## src/hdl/ucfd_pkg.sv

```systemverilog
// Shared types and constants for the serial command frame decoder.
// No dependencies; every module of the block imports this package.
`timescale 1ns / 1ps

package ucfd_pkg;

  // Payload store depth and the widths that follow from it
  localparam int MAX_PAYLOAD = 14;
  localparam int CNT_W       = $clog2(MAX_PAYLOAD + 1);
  localparam int IDX_W       = $clog2(MAX_PAYLOAD);

  // Result queue between parser and output stage
  localparam int QUEUE_DEPTH = 2;
  localparam int QPTR_W      = (QUEUE_DEPTH > 1) ? $clog2(QUEUE_DEPTH) : 1;
  localparam int QCNT_W      = $clog2(QUEUE_DEPTH + 1);

  // Stream widths
  localparam int IN_TDATA_W  = 8;
  localparam int RESULT_W    = 66;
  localparam int OUT_TDATA_W = 72;

  // Configuration port
  localparam int CFG_ADDR_W = 3;
  localparam int CFG_DATA_W = 8;

  localparam logic [CFG_ADDR_W-1:0] REG_ENABLE    = 3'd0;
  localparam logic [CFG_ADDR_W-1:0] REG_HEAD_ONE  = 3'd1;
  localparam logic [CFG_ADDR_W-1:0] REG_HEAD_TWO  = 3'd2;
  localparam logic [CFG_ADDR_W-1:0] REG_TAIL_ONE  = 3'd3;
  localparam logic [CFG_ADDR_W-1:0] REG_TAIL_TWO  = 3'd4;

  localparam logic [7:0] HEAD_ONE_RESET = 8'hA5;
  localparam logic [7:0] HEAD_TWO_RESET = 8'h5A;
  localparam logic [7:0] TAIL_ONE_RESET = 8'h0D;
  localparam logic [7:0] TAIL_TWO_RESET = 8'h0A;

  // Command frame contents
  localparam logic [7:0] SWEEP_BYTE_A = 8'hAA;
  localparam logic [7:0] SWEEP_BYTE_B = 8'hCC;
  localparam logic [7:0] AMP_MARKER   = 8'hA2;
  localparam logic [CNT_W-1:0] LEN_SWEEP    = CNT_W'(2);
  localparam logic [CNT_W-1:0] LEN_FREQ     = CNT_W'(4);
  localparam logic [CNT_W-1:0] LEN_FREQ_AMP = CNT_W'(9);

  typedef enum logic [1:0] {
    PH_HUNT  = 2'd0,
    PH_HEAD1 = 2'd1,
    PH_FRAME = 2'd2
  } phase_t;

  typedef enum logic [1:0] {
    CMD_SWEEP    = 2'd0,
    CMD_FREQ     = 2'd1,
    CMD_FREQ_AMP = 2'd2
  } cmd_t;

  typedef struct packed {
    cmd_t        command;
    logic [31:0] frequency_word;
    logic [31:0] amplitude_word;
  } result_t;

  // A decoded command offered on one side of the queue
  typedef struct packed {
    logic    valid;
    result_t data;
  } q_entry_t;

endpackage

```

## src/hdl/ucfd_front.sv

```systemverilog
// Front end: configuration registers, header/tail parser, payload store and
// frame decode. Depends on ucfd_pkg; pushes decoded commands into ucfd_fifo.
`timescale 1ns / 1ps

module ucfd_front (
  input  logic                            clk,
  input  logic                            rst,
  input  logic                            cfg_we,
  input  logic [ucfd_pkg::CFG_ADDR_W-1:0] cfg_addr,
  input  logic [ucfd_pkg::CFG_DATA_W-1:0] cfg_wdata,
  input  logic                            s_tvalid,
  output logic                            s_tready,
  input  logic [7:0]                      s_tdata,
  input  logic                            q_full,
  output ucfd_pkg::q_entry_t              q_push
);
  import ucfd_pkg::*;

  logic       enable;
  logic [7:0] head_byte_one, head_byte_two, tail_byte_one, tail_byte_two;

  phase_t           phase, phase_next;
  logic [CNT_W-1:0] payload_count, payload_count_next;
  logic             tail_one_seen, tail_one_seen_next;
  logic [7:0]       payload_store [MAX_PAYLOAD];

  logic accept, store_we, frame_done, room;
  logic match_sweep, match_freq, match_amp;

  assign s_tready = !q_full;
  assign accept   = s_tvalid && s_tready;
  assign room     = payload_count < CNT_W'(MAX_PAYLOAD);

  always_ff @(posedge clk) begin
    if (rst) begin
      enable        <= 1'b0;
      head_byte_one <= HEAD_ONE_RESET;
      head_byte_two <= HEAD_TWO_RESET;
      tail_byte_one <= TAIL_ONE_RESET;
      tail_byte_two <= TAIL_TWO_RESET;
    end else if (cfg_we) begin
      unique case (cfg_addr)
        REG_ENABLE:   enable        <= cfg_wdata[0];
        REG_HEAD_ONE: head_byte_one <= cfg_wdata;
        REG_HEAD_TWO: head_byte_two <= cfg_wdata;
        REG_TAIL_ONE: tail_byte_one <= cfg_wdata;
        REG_TAIL_TWO: tail_byte_two <= cfg_wdata;
        default: ;
      endcase
    end
  end

  // Next phase
  always_comb begin
    phase_next = phase;
    unique case (phase)
      PH_HEAD1: phase_next = (s_tdata == head_byte_two) ? PH_FRAME : PH_HUNT;
      PH_FRAME: begin
        if (tail_one_seen) begin
          phase_next = (s_tdata == tail_byte_two) ? PH_HUNT : PH_FRAME;
        end else if (s_tdata == tail_byte_one || room) begin
          phase_next = PH_FRAME;
        end else begin
          phase_next = PH_HUNT;
        end
      end
      default: phase_next = (s_tdata == head_byte_one) ? PH_HEAD1 : PH_HUNT;
    endcase
  end

  // Per-byte actions
  always_comb begin
    payload_count_next = payload_count;
    tail_one_seen_next = tail_one_seen;
    store_we           = 1'b0;
    frame_done         = 1'b0;
    unique case (phase)
      PH_HEAD1: begin
        if (s_tdata == head_byte_two) begin
          payload_count_next = '0;
          tail_one_seen_next = 1'b0;
        end
      end
      PH_FRAME: begin
        if (tail_one_seen) begin
          // A tail-one byte not followed by tail-two is lost with this byte.
          tail_one_seen_next = 1'b0;
          if (s_tdata == tail_byte_two) begin
            frame_done         = 1'b1;
            payload_count_next = '0;
          end
        end else if (s_tdata == tail_byte_one) begin
          tail_one_seen_next = 1'b1;
        end else if (room) begin
          store_we           = 1'b1;
          payload_count_next = payload_count + CNT_W'(1);
        end else begin
          payload_count_next = '0;
        end
      end
      default: ;
    endcase
  end

  always_ff @(posedge clk) begin
    if (rst) begin
      phase         <= PH_HUNT;
      payload_count <= '0;
      tail_one_seen <= 1'b0;
    end else if (accept) begin
      phase         <= phase_next;
      payload_count <= payload_count_next;
      tail_one_seen <= tail_one_seen_next;
    end
  end

  always_ff @(posedge clk) begin
    if (accept && store_we) begin
      payload_store[payload_count[IDX_W-1:0]] <= s_tdata;
    end
  end

  // Decode only reads entries written in the current frame.
  assign match_sweep = payload_count == LEN_SWEEP && payload_store[0] == SWEEP_BYTE_A
                       && payload_store[1] == SWEEP_BYTE_B;
  assign match_freq  = payload_count == LEN_FREQ;
  assign match_amp   = payload_count == LEN_FREQ_AMP && payload_store[4] == AMP_MARKER;

  always_comb begin
    q_push.data.frequency_word = {payload_store[3], payload_store[2],
                                  payload_store[1], payload_store[0]};
    q_push.data.amplitude_word = '0;
    q_push.data.command        = CMD_FREQ;
    if (match_sweep) begin
      q_push.data.command        = CMD_SWEEP;
      q_push.data.frequency_word = '0;
    end else if (match_amp) begin
      q_push.data.command        = CMD_FREQ_AMP;
      q_push.data.amplitude_word = {payload_store[8], payload_store[7],
                                    payload_store[6], payload_store[5]};
    end
    q_push.valid = accept && frame_done && enable
                   && (match_sweep || match_freq || match_amp);
  end

endmodule

```

## src/hdl/ucfd_fifo.sv

```systemverilog
// Short queue of decoded commands between the parser and the output stage.
// Depends on ucfd_pkg for the entry type and depth.
`timescale 1ns / 1ps

module ucfd_fifo (
  input  logic               clk,
  input  logic               rst,
  input  ucfd_pkg::q_entry_t push,
  output logic               full,
  output ucfd_pkg::q_entry_t head,
  input  logic               pop
);
  import ucfd_pkg::*;

  result_t           entries [QUEUE_DEPTH];
  logic [QPTR_W-1:0] wr_ptr, rd_ptr;
  logic [QCNT_W-1:0] count;
  logic              do_push, do_pop;

  assign full       = count == QCNT_W'(QUEUE_DEPTH);
  assign head.valid = count != '0;
  assign head.data  = entries[rd_ptr];
  assign do_push    = push.valid && !full;
  assign do_pop     = pop && head.valid;

  always_ff @(posedge clk) begin
    if (do_push) begin
      entries[wr_ptr] <= push.data;
    end
  end

  always_ff @(posedge clk) begin
    if (rst) begin
      wr_ptr <= '0;
      rd_ptr <= '0;
      count  <= '0;
    end else begin
      if (do_push) begin
        wr_ptr <= (wr_ptr == QPTR_W'(QUEUE_DEPTH - 1)) ? '0 : wr_ptr + QPTR_W'(1);
      end
      if (do_pop) begin
        rd_ptr <= (rd_ptr == QPTR_W'(QUEUE_DEPTH - 1)) ? '0 : rd_ptr + QPTR_W'(1);
      end
      if (do_push && !do_pop) begin
        count <= count + QCNT_W'(1);
      end else if (do_pop && !do_push) begin
        count <= count - QCNT_W'(1);
      end
    end
  end

endmodule

```

## src/hdl/ucfd_back.sv

```systemverilog
// Output stage: registers one decoded command and presents it on the
// master stream. Depends on ucfd_pkg; draws entries from ucfd_fifo.
`timescale 1ns / 1ps

module ucfd_back (
  input  logic                                clk,
  input  logic                                rst,
  input  ucfd_pkg::q_entry_t                  head,
  output logic                                pop,
  output logic                                m_tvalid,
  input  logic                                m_tready,
  output logic [ucfd_pkg::OUT_TDATA_W-1:0]    m_tdata
);
  import ucfd_pkg::*;

  result_t result;

  // Load whenever the register is empty or its request is being taken.
  assign pop = head.valid && (!m_tvalid || m_tready);

  always_ff @(posedge clk) begin
    if (rst) begin
      m_tvalid <= 1'b0;
    end else if (pop) begin
      m_tvalid <= 1'b1;
    end else if (m_tready) begin
      m_tvalid <= 1'b0;
    end
  end

  always_ff @(posedge clk) begin
    if (pop) begin
      result <= head.data;
    end
  end

  assign m_tdata = {(OUT_TDATA_W - RESULT_W)'(0), result.amplitude_word,
                    result.frequency_word, result.command};

endmodule

```

## src/hdl/uart_command_frame_decoder.sv

```systemverilog
// Serial command frame decoder, top level.
// Depends on ucfd_pkg, ucfd_front, ucfd_fifo and ucfd_back.
//
// Usage:
//   The slave stream takes one received byte per request. The parser hunts
//   for the two header bytes, collects up to MAX_PAYLOAD payload bytes and
//   decodes the frame when the two tail bytes arrive. A decoded command
//   leaves on the master stream as one request.
//   Configuration is written through cfg_we/cfg_addr/cfg_wdata while the
//   block is idle; addresses past the tail-two register are ignored.
//   Throughput is one byte per cycle while the queue is not full. A decoded
//   command is first written into the queue and is then loaded into the
//   output register, which raises m_tvalid.
//   When the receiver stalls, decoded commands wait in the two-entry queue
//   and the output register; s_tready drops only once the queue is full.
//   Reset (rst, synchronous) clears the parser to header hunting, empties
//   the queue and output stage, disables decoding and restores the default
//   header and tail bytes.
`timescale 1ns / 1ps

module uart_command_frame_decoder (
  input  logic                            clk,
  input  logic                            rst,
  input  logic                            cfg_we,
  input  logic [ucfd_pkg::CFG_ADDR_W-1:0] cfg_addr,
  input  logic [ucfd_pkg::CFG_DATA_W-1:0] cfg_wdata,
  input  logic                            s_tvalid,
  output logic                            s_tready,
  // s_tdata: [7:0] rx_data
  input  logic [ucfd_pkg::IN_TDATA_W-1:0] s_tdata,
  output logic                            m_tvalid,
  input  logic                            m_tready,
  // m_tdata: [1:0] command, [33:2] frequency_word, [65:34] amplitude_word,
  // [71:66] zero
  output logic [ucfd_pkg::OUT_TDATA_W-1:0] m_tdata
);
  import ucfd_pkg::*;

  q_entry_t q_push, q_head;
  logic     q_full, q_pop;

  ucfd_front u_front (
    .clk       (clk),
    .rst       (rst),
    .cfg_we    (cfg_we),
    .cfg_addr  (cfg_addr),
    .cfg_wdata (cfg_wdata),
    .s_tvalid  (s_tvalid),
    .s_tready  (s_tready),
    .s_tdata   (s_tdata),
    .q_full    (q_full),
    .q_push    (q_push)
  );

  ucfd_fifo u_fifo (
    .clk  (clk),
    .rst  (rst),
    .push (q_push),
    .full (q_full),
    .head (q_head),
    .pop  (q_pop)
  );

  ucfd_back u_back (
    .clk      (clk),
    .rst      (rst),
    .head     (q_head),
    .pop      (q_pop),
    .m_tvalid (m_tvalid),
    .m_tready (m_tready),
    .m_tdata  (m_tdata)
  );

  // A decoded command must never be offered to a full queue.
  assert property (@(posedge clk) disable iff (rst) q_push.valid |-> !q_full)
    else $error("command pushed into full queue");

  // Sweep start carries no frequency or amplitude.
  assert property (@(posedge clk) disable iff (rst)
    m_tvalid && m_tdata[1:0] == CMD_SWEEP |-> m_tdata[65:2] == '0)
    else $error("sweep start with nonzero words");

  // Plain frequency commands carry no amplitude.
  assert property (@(posedge clk) disable iff (rst)
    m_tvalid && m_tdata[1:0] == CMD_FREQ |-> m_tdata[65:34] == '0)
    else $error("frequency command with nonzero amplitude");

  // Nothing can be pending in the cycle after reset.
  assert property (@(posedge clk) rst |=> !m_tvalid)
    else $error("output valid right after reset");

endmodule

```

## config.mk

```make
export PLATFORM = sky130hd
export DESIGN_NAME = uart_command_frame_decoder
export DESIGN_NICKNAME = d
export VERILOG_FILES = /design/src/hdl/ucfd_pkg.sv /design/src/hdl/ucfd_front.sv /design/src/hdl/ucfd_fifo.sv /design/src/hdl/ucfd_back.sv /design/src/hdl/uart_command_frame_decoder.sv
export SDC_FILE = /design/constraint.sdc
export NUM_CORES = 1
export LEC_CHECK = 0
export BUFFER_PORTS_ARGS = -buffer_cell sky130_fd_sc_hd__buf_2
export CAP_MARGIN = 40
export CORE_UTILIZATION = 25
export DETAILED_ROUTE_END_ITERATION = 6
export GPL_ROUTABILITY_DRIVEN = 0
export PLACE_DENSITY_LB_ADDON = 0.1
export SKIP_LAST_GASP = 1
export SLEW_MARGIN = 40
export SYNTH_ARGS = -nofsm -noshare
export SYNTH_HDL_FRONTEND = slang
export SYNTH_HIERARCHICAL = 1
export SYNTH_SLANG_ARGS = --single-unit
```

## constraint.sdc

```tcl
create_clock -name clk -period 11.45 [get_ports clk]
set_input_delay 0.5725 -clock clk [delete_from_list [all_inputs] [get_ports clk]]
set_output_delay 0.5725 -clock clk [all_outputs]
set_load 0.02 [all_outputs]
```

Word level (Yosys, flattened, before mapping)
Memory sizes are Yosys's and may differ from the RTL's. A register that Yosys moved wholly into a read port is not among the register bits.
Cells that the tools add are included.
{"block": "classes", "eq_ne": 20, "n_addsub": 5, "muxes": 38, "reduce_logical": 33, "order_cmp": 1}
{"op": "32-bit 2-to-1 mux", "n": 3}
{"op": "8-bit == test", "n": 4}
{"op": "8-bit == test (second input constant)", "n": 3}
{"op": "4-bit 2-to-1 mux", "n": 5}
{"op": "1-bit 2-to-1 mux", "n": 19}
{"op": "2-bit 2-to-1 mux", "n": 8}
{"op": "1-bit logical AND", "n": 13}
{"op": "2-bit AND reduction", "n": 5}
{"op": "4-bit case mux with 2 select lines", "n": 1}
{"op": "2-bit nonzero test", "n": 4}
{"op": "3-bit by 2-bit == test with 1-bit output (second input constant)", "n": 2}
{"op": "5-bit AND reduction", "n": 1}
{"op": "4-bit by 1-bit adder with 4-bit output (second input constant)", "n": 1}
{"op": "2-bit == test (second input constant)", "n": 2}
{"op": "4-bit by 2-bit == test with 1-bit output (second input constant)", "n": 1}
{"op": "4-bit by 3-bit == test with 1-bit output (second input constant)", "n": 1}
{"op": "4-bit == test (second input constant)", "n": 1}
{"op": "1-bit logical NOT", "n": 4}
{"op": "1-bit logical OR", "n": 4}
{"op": "4-bit < comparator (second input constant)", "n": 1}
{"op": "2-bit case mux with 2 select lines", "n": 1}
{"op": "3-bit by 1-bit == test with 1-bit output (second input constant)", "n": 1}
{"op": "3-bit == test (second input constant)", "n": 1}
{"op": "3-bit logical NOT", "n": 1}
{"op": "9 further kinds", "n": 10}
{"block": "totals", "reg_bits": 45, "out_inout_bits": 74, "inputBits": 24, "n_memories": 2, "ramBits": 244, "elab_cells": 111}
{"name": "u_fifo.entries", "depth": 2, "width": 66, "read_ports": 1, "rd_ports_with_merged_regs": 1, "write_ports": 1, "line_no": "ucfd_fifo.sv:15", "rtl": "result_t entries [QUEUE_DEPTH];"}
{"name": "u_front.payload_store", "depth": 14, "width": 8, "read_ports": 9, "rd_ports_with_merged_regs": 0, "write_ports": 1, "line_no": "ucfd_front.sv:25", "rtl": "logic [7:0] payload_store [MAX_PAYLOAD];"}

Longest topological paths before layout
{"block": "depth", "depth_word": 12, "mapped_depth": 13, "ltp_nobuf": 12}

By module
The synthesis kept the hierarchy.
{"module": "ucfd_fifo", "seq_area_each_um2": 4063.9, "n_inst": 1, "area_per_inst_um2": 4989.8, "cells_each": 230}
{"module": "ucfd_front", "seq_area_each_um2": 2962.8, "n_inst": 1, "area_per_inst_um2": 4854.7, "cells_each": 423}
{"module": "ucfd_back", "seq_area_each_um2": 2001.9, "n_inst": 1, "area_per_inst_um2": 2085.8, "cells_each": 78}

Worst setup path after synthesis
No wires, ideal clock.
{"block": "synth_timing", "path_kind": "register to register", "start": "memory u_front.payload_store[1][1]", "end": "memory u_fifo/entries[1][0] (netlist bit), enable pin", "path_stages_with_launch": 9, "period_less_slack_ns": 3.841, "required_time_ns": 11.019, "setup_time_ns": 0.431, "t_arrival_ns": 3.410, "path_slack_ns": 7.609, "path_buffers": 0, "cell_sequence": "edfxtp_1 nor4bb_1 nand4_1 nor4_4 nor2_1 a2111oi_1 inv_1 nor2_1 and2_1"}
{"item": "start: declaration", "line_no": "ucfd_front.sv:25"}
{"item": "end: declaration", "line_no": "ucfd_fifo.sv:15"}

==> reports/summary.txt <==
Syn Std Cell Area = 0.0119 mm²
First-pass GRT wire length = 38,900 µm
Setup ws final = 8130 ps
Netlist cell types = 50
DIE WIDTH = 220 µm
Critical R2R Launch = u_front/payload_store[1][1]
Synthesized area per cell = 16.3 µm²
Total power = 2.40 mW
Synth warn = 6
Antenna violations before repair = 1
Critical Path RT = 11,620 ps
Clk_lat worst skew = 550 ps
Leak pwr = 5.05 nW
Worst Hold Endpoint = u_front/tail_byte_one[7]
Share of cells above drive strength 1 = 0.275
Routed Antenna Nets = 0
# DRC = 6
Peak supply drop = 0.0848 mV
Initial core utilization = 0.255
CP Launch Type = register
Post-route insts no fill = 1,467
FF-to-FF setup slack = 8130 ps
Pre-CTS setup slack = 7780 ps
Post-layout nets = 865
DP HPWL = 15,300 µm
WL/cell = 17.7 µm
Outcome = complete, but fails checks
Number of vias per cell = 4.05
Setup bufs post-CTS = 0
Worst Skew = 25.5 ps
Post-Place Cells = 1,401
Final min period = 3320 ps
Die H = 220 µm
Initial DRC Count = 323
Post-CTS Hold Buffers = 0
Asr flop ratio synth = 0
Overflow after GRT = 0
Worst slew margin = 0.454
Vias = 5,937
Core Area = 0.0469 mm²
Fin util = 0.302
Most common flop cell mapped by yosys = edfxtp_1
I/O pins = 98
Total Wirelength = 26,000 µm
Worst-path fanout max = 66
Worst slew pin tran = 816 ps
Fin. Hold Viols = 0
Maximum clock path buffer count = 3
CTS tree = built
R2R cell count = 9
Total CTS buffers = 38
Sequential area share after synthesis = 0.757
Largest net degree at the start of global routing = 67
RSZ-0062 raised after global routing = false
Port Buffers = 91
Clock tree root driver cell = clkbuf_16
#FFs+latches synth = 316
Kind of end point of the critical path = register
RR Endpoint = u_fifo/entries[0][3]
Achievable Freq = 0.301 GHz
CP arrival = 3490 ps
Worst Hold Depth = 3
GRT Util Overall = 0.110
Pins Over Slew Limit = 0
Post-synth EDFFs = 270
DRT Pass-1 Iters = 6
Total negative setup slack = 0 ps
Post-CTS resize count = 0
Vias in the first global route = 6,099
Die area = 0.0486 mm²
Violated checks = design-rule violations
Clock transition at path regs = 60 ps
Fin crit share = 0.290
CTS H-tree depth = 2
MaxCap Viol Count = 0
Area delta synth->final = 18.8%
Rows = 79
HP Class = input port to register
Clk sinks = 316
Synth Instances = 731
Kind of critical path = register to register
Pwr Density = 169 mW/mm²
Final setup viols = 0
Hold_sp = cfg_wdata[7]
-- cell type report --
type / instances / area (µm²)
fill: 4738 / 32700
sequential: 316 / 9030
multi-input combinational: 366 / 2650
clock buffer: 51 / 1020
tap: 607 / 759
timing repair buffer: 100 / 538
clock inverter: 14 / 121
inverter: 12 / 45.0
antenna: 1 / 2.50
-- where the power goes --
group | internal (mW) | switching (mW) | leakage [nW] | total (mW)
clock | 0.650 | 0.466 | 0.549 | 1.12
sequential | 1.24 | 0.00204 | 3.05 | 1.24
combinational | 0.0118 | 0.0290 | 1.45 | 0.0408
total | 1.90 | 0.497 | 5.05 | 2.40
-- Yosys cell counts (3+ instances only) --
cell / n / area, µm²
or2_2: 3 / 18.8
dfxtp_1: 46 / 921
nand4_1: 6 / 37.5
nor4_4: 4 / 85.1
o21ai_0: 4 / 20.0
and2_1: 40 / 250
ha_1: 7 / 87.6
nor2b_1: 26 / 163
clkbuf_1: 25 / 93.8
xnor2_1: 21 / 184
buf_2: 5 / 25.0
edfxtp_1: 270 / 8110
mux2_2: 66 / 743
nor3_1: 3 / 15.0
xor2_1: 13 / 114
buf_4: 7 / 52.6
or3_1: 3 / 18.8
nor4bb_1: 4 / 40.0
a21oi_1: 21 / 105
buf_6: 5 / 56.3
nand2_1: 66 / 248
inv_1: 12 / 45.0
nor2_1: 18 / 67.6
mux2i_1: 9 / 90.1
nand3_1: 17 / 85.1
-- per-layer routing --
metal / routed length, µm / GRT usage / up-vias
li1: - / - / 2854
met1: 11900 / 0.144 / 2933
met2: 12300 / 0.177 / 112
met3: 1230 / 0.0286 / 38
met4: 542 / 0.0349 / 0
met5: 0 / 0 / -
-- cells in the final DEF (no fill, tap or decap), types with 9 or more instances in the layout --
master     count
a21oi_1       21
and2_1        39
buf_2         91
clkbuf_1      12
clkbuf_16     39
dfxtp_1       45
edfxtp_1     270
inv_1         11
mux2_2        66
mux2i_1        9
nand2_1       66
nand3_1       17
nor2_1        18
nor2b_1       26
xnor2_1       21
xor2_1        13
-- cell families (layout without fill, tap and decap cells) --
family,after synthesis,count (layout),synth area share
flip-flops,316,316,0.757
AND/OR/NAND/NOR,208,208,0.0982
multiplexers,75,75,0.0698
buffers and inverters,54,177,0.0229
AO/OA/AOI/OAI,35,35,0.0184
XOR/XNOR,35,35,0.0263
adder cells (fa/ha/maj),7,7,0.00734
other,1,7,0.000314
-- state kept, by name (all words and copies together), names as in the netlist, named ones only --
signal                 flops
u_back/m_tdata            66
u_back/m_tvalid            1
u_fifo/count               2
u_fifo/entries           132
u_fifo/rd_ptr              1
u_fifo/wr_ptr              1
u_front/enable             1
u_front/head_byte_one      8
u_front/head_byte_two      8
u_front/payload_count      4
u_front/payload_store     72
u_front/phase              2
u_front/tail_byte_one      8
u_front/tail_byte_two      8
u_front/tail_one_seen      1
-- per-stage QoR --
step	instance area, µm²	hold WS (ps)
after floorplan	11900	437
after global placement	13000	457
after detailed placement	13000	462
after CTS	14200	285
after global routing	14200	297
final	14200	312
-- worst max-delay path by stage --
stage	from	to	slack, ps	depth (start not counted)
6_report	u_front/payload_store[1][1]	u_fifo/entries[0][3]	8130	9
5_1_grt	u_front/payload_store[1][1]	u_fifo/entries[0][3]	7830	9
4_1_cts	u_front/payload_store[1][1]	u_fifo/entries[0][18]	8040	9
3_5_place_dp	s_tdata[6]	u_fifo/entries[0][9]	7780	9
3_3_place_gp	s_tdata[6]	u_fifo/entries[0][10]	7620	9
2_1_floorplan	u_front/payload_store[1][1]	u_fifo/entries[1][0]	7610	8
-- critical path, stage by stage (launching register included) --
cell,delay [ps]
edfxtp_1,410
nor4bb_1,370
nand4_1,200
nor4_4,300
nor2_1,120
a2111oi_1,370
inv_1,120
or3_1,390
inv_2,70
buf_6,560
(Power assumes the default switching activity.)
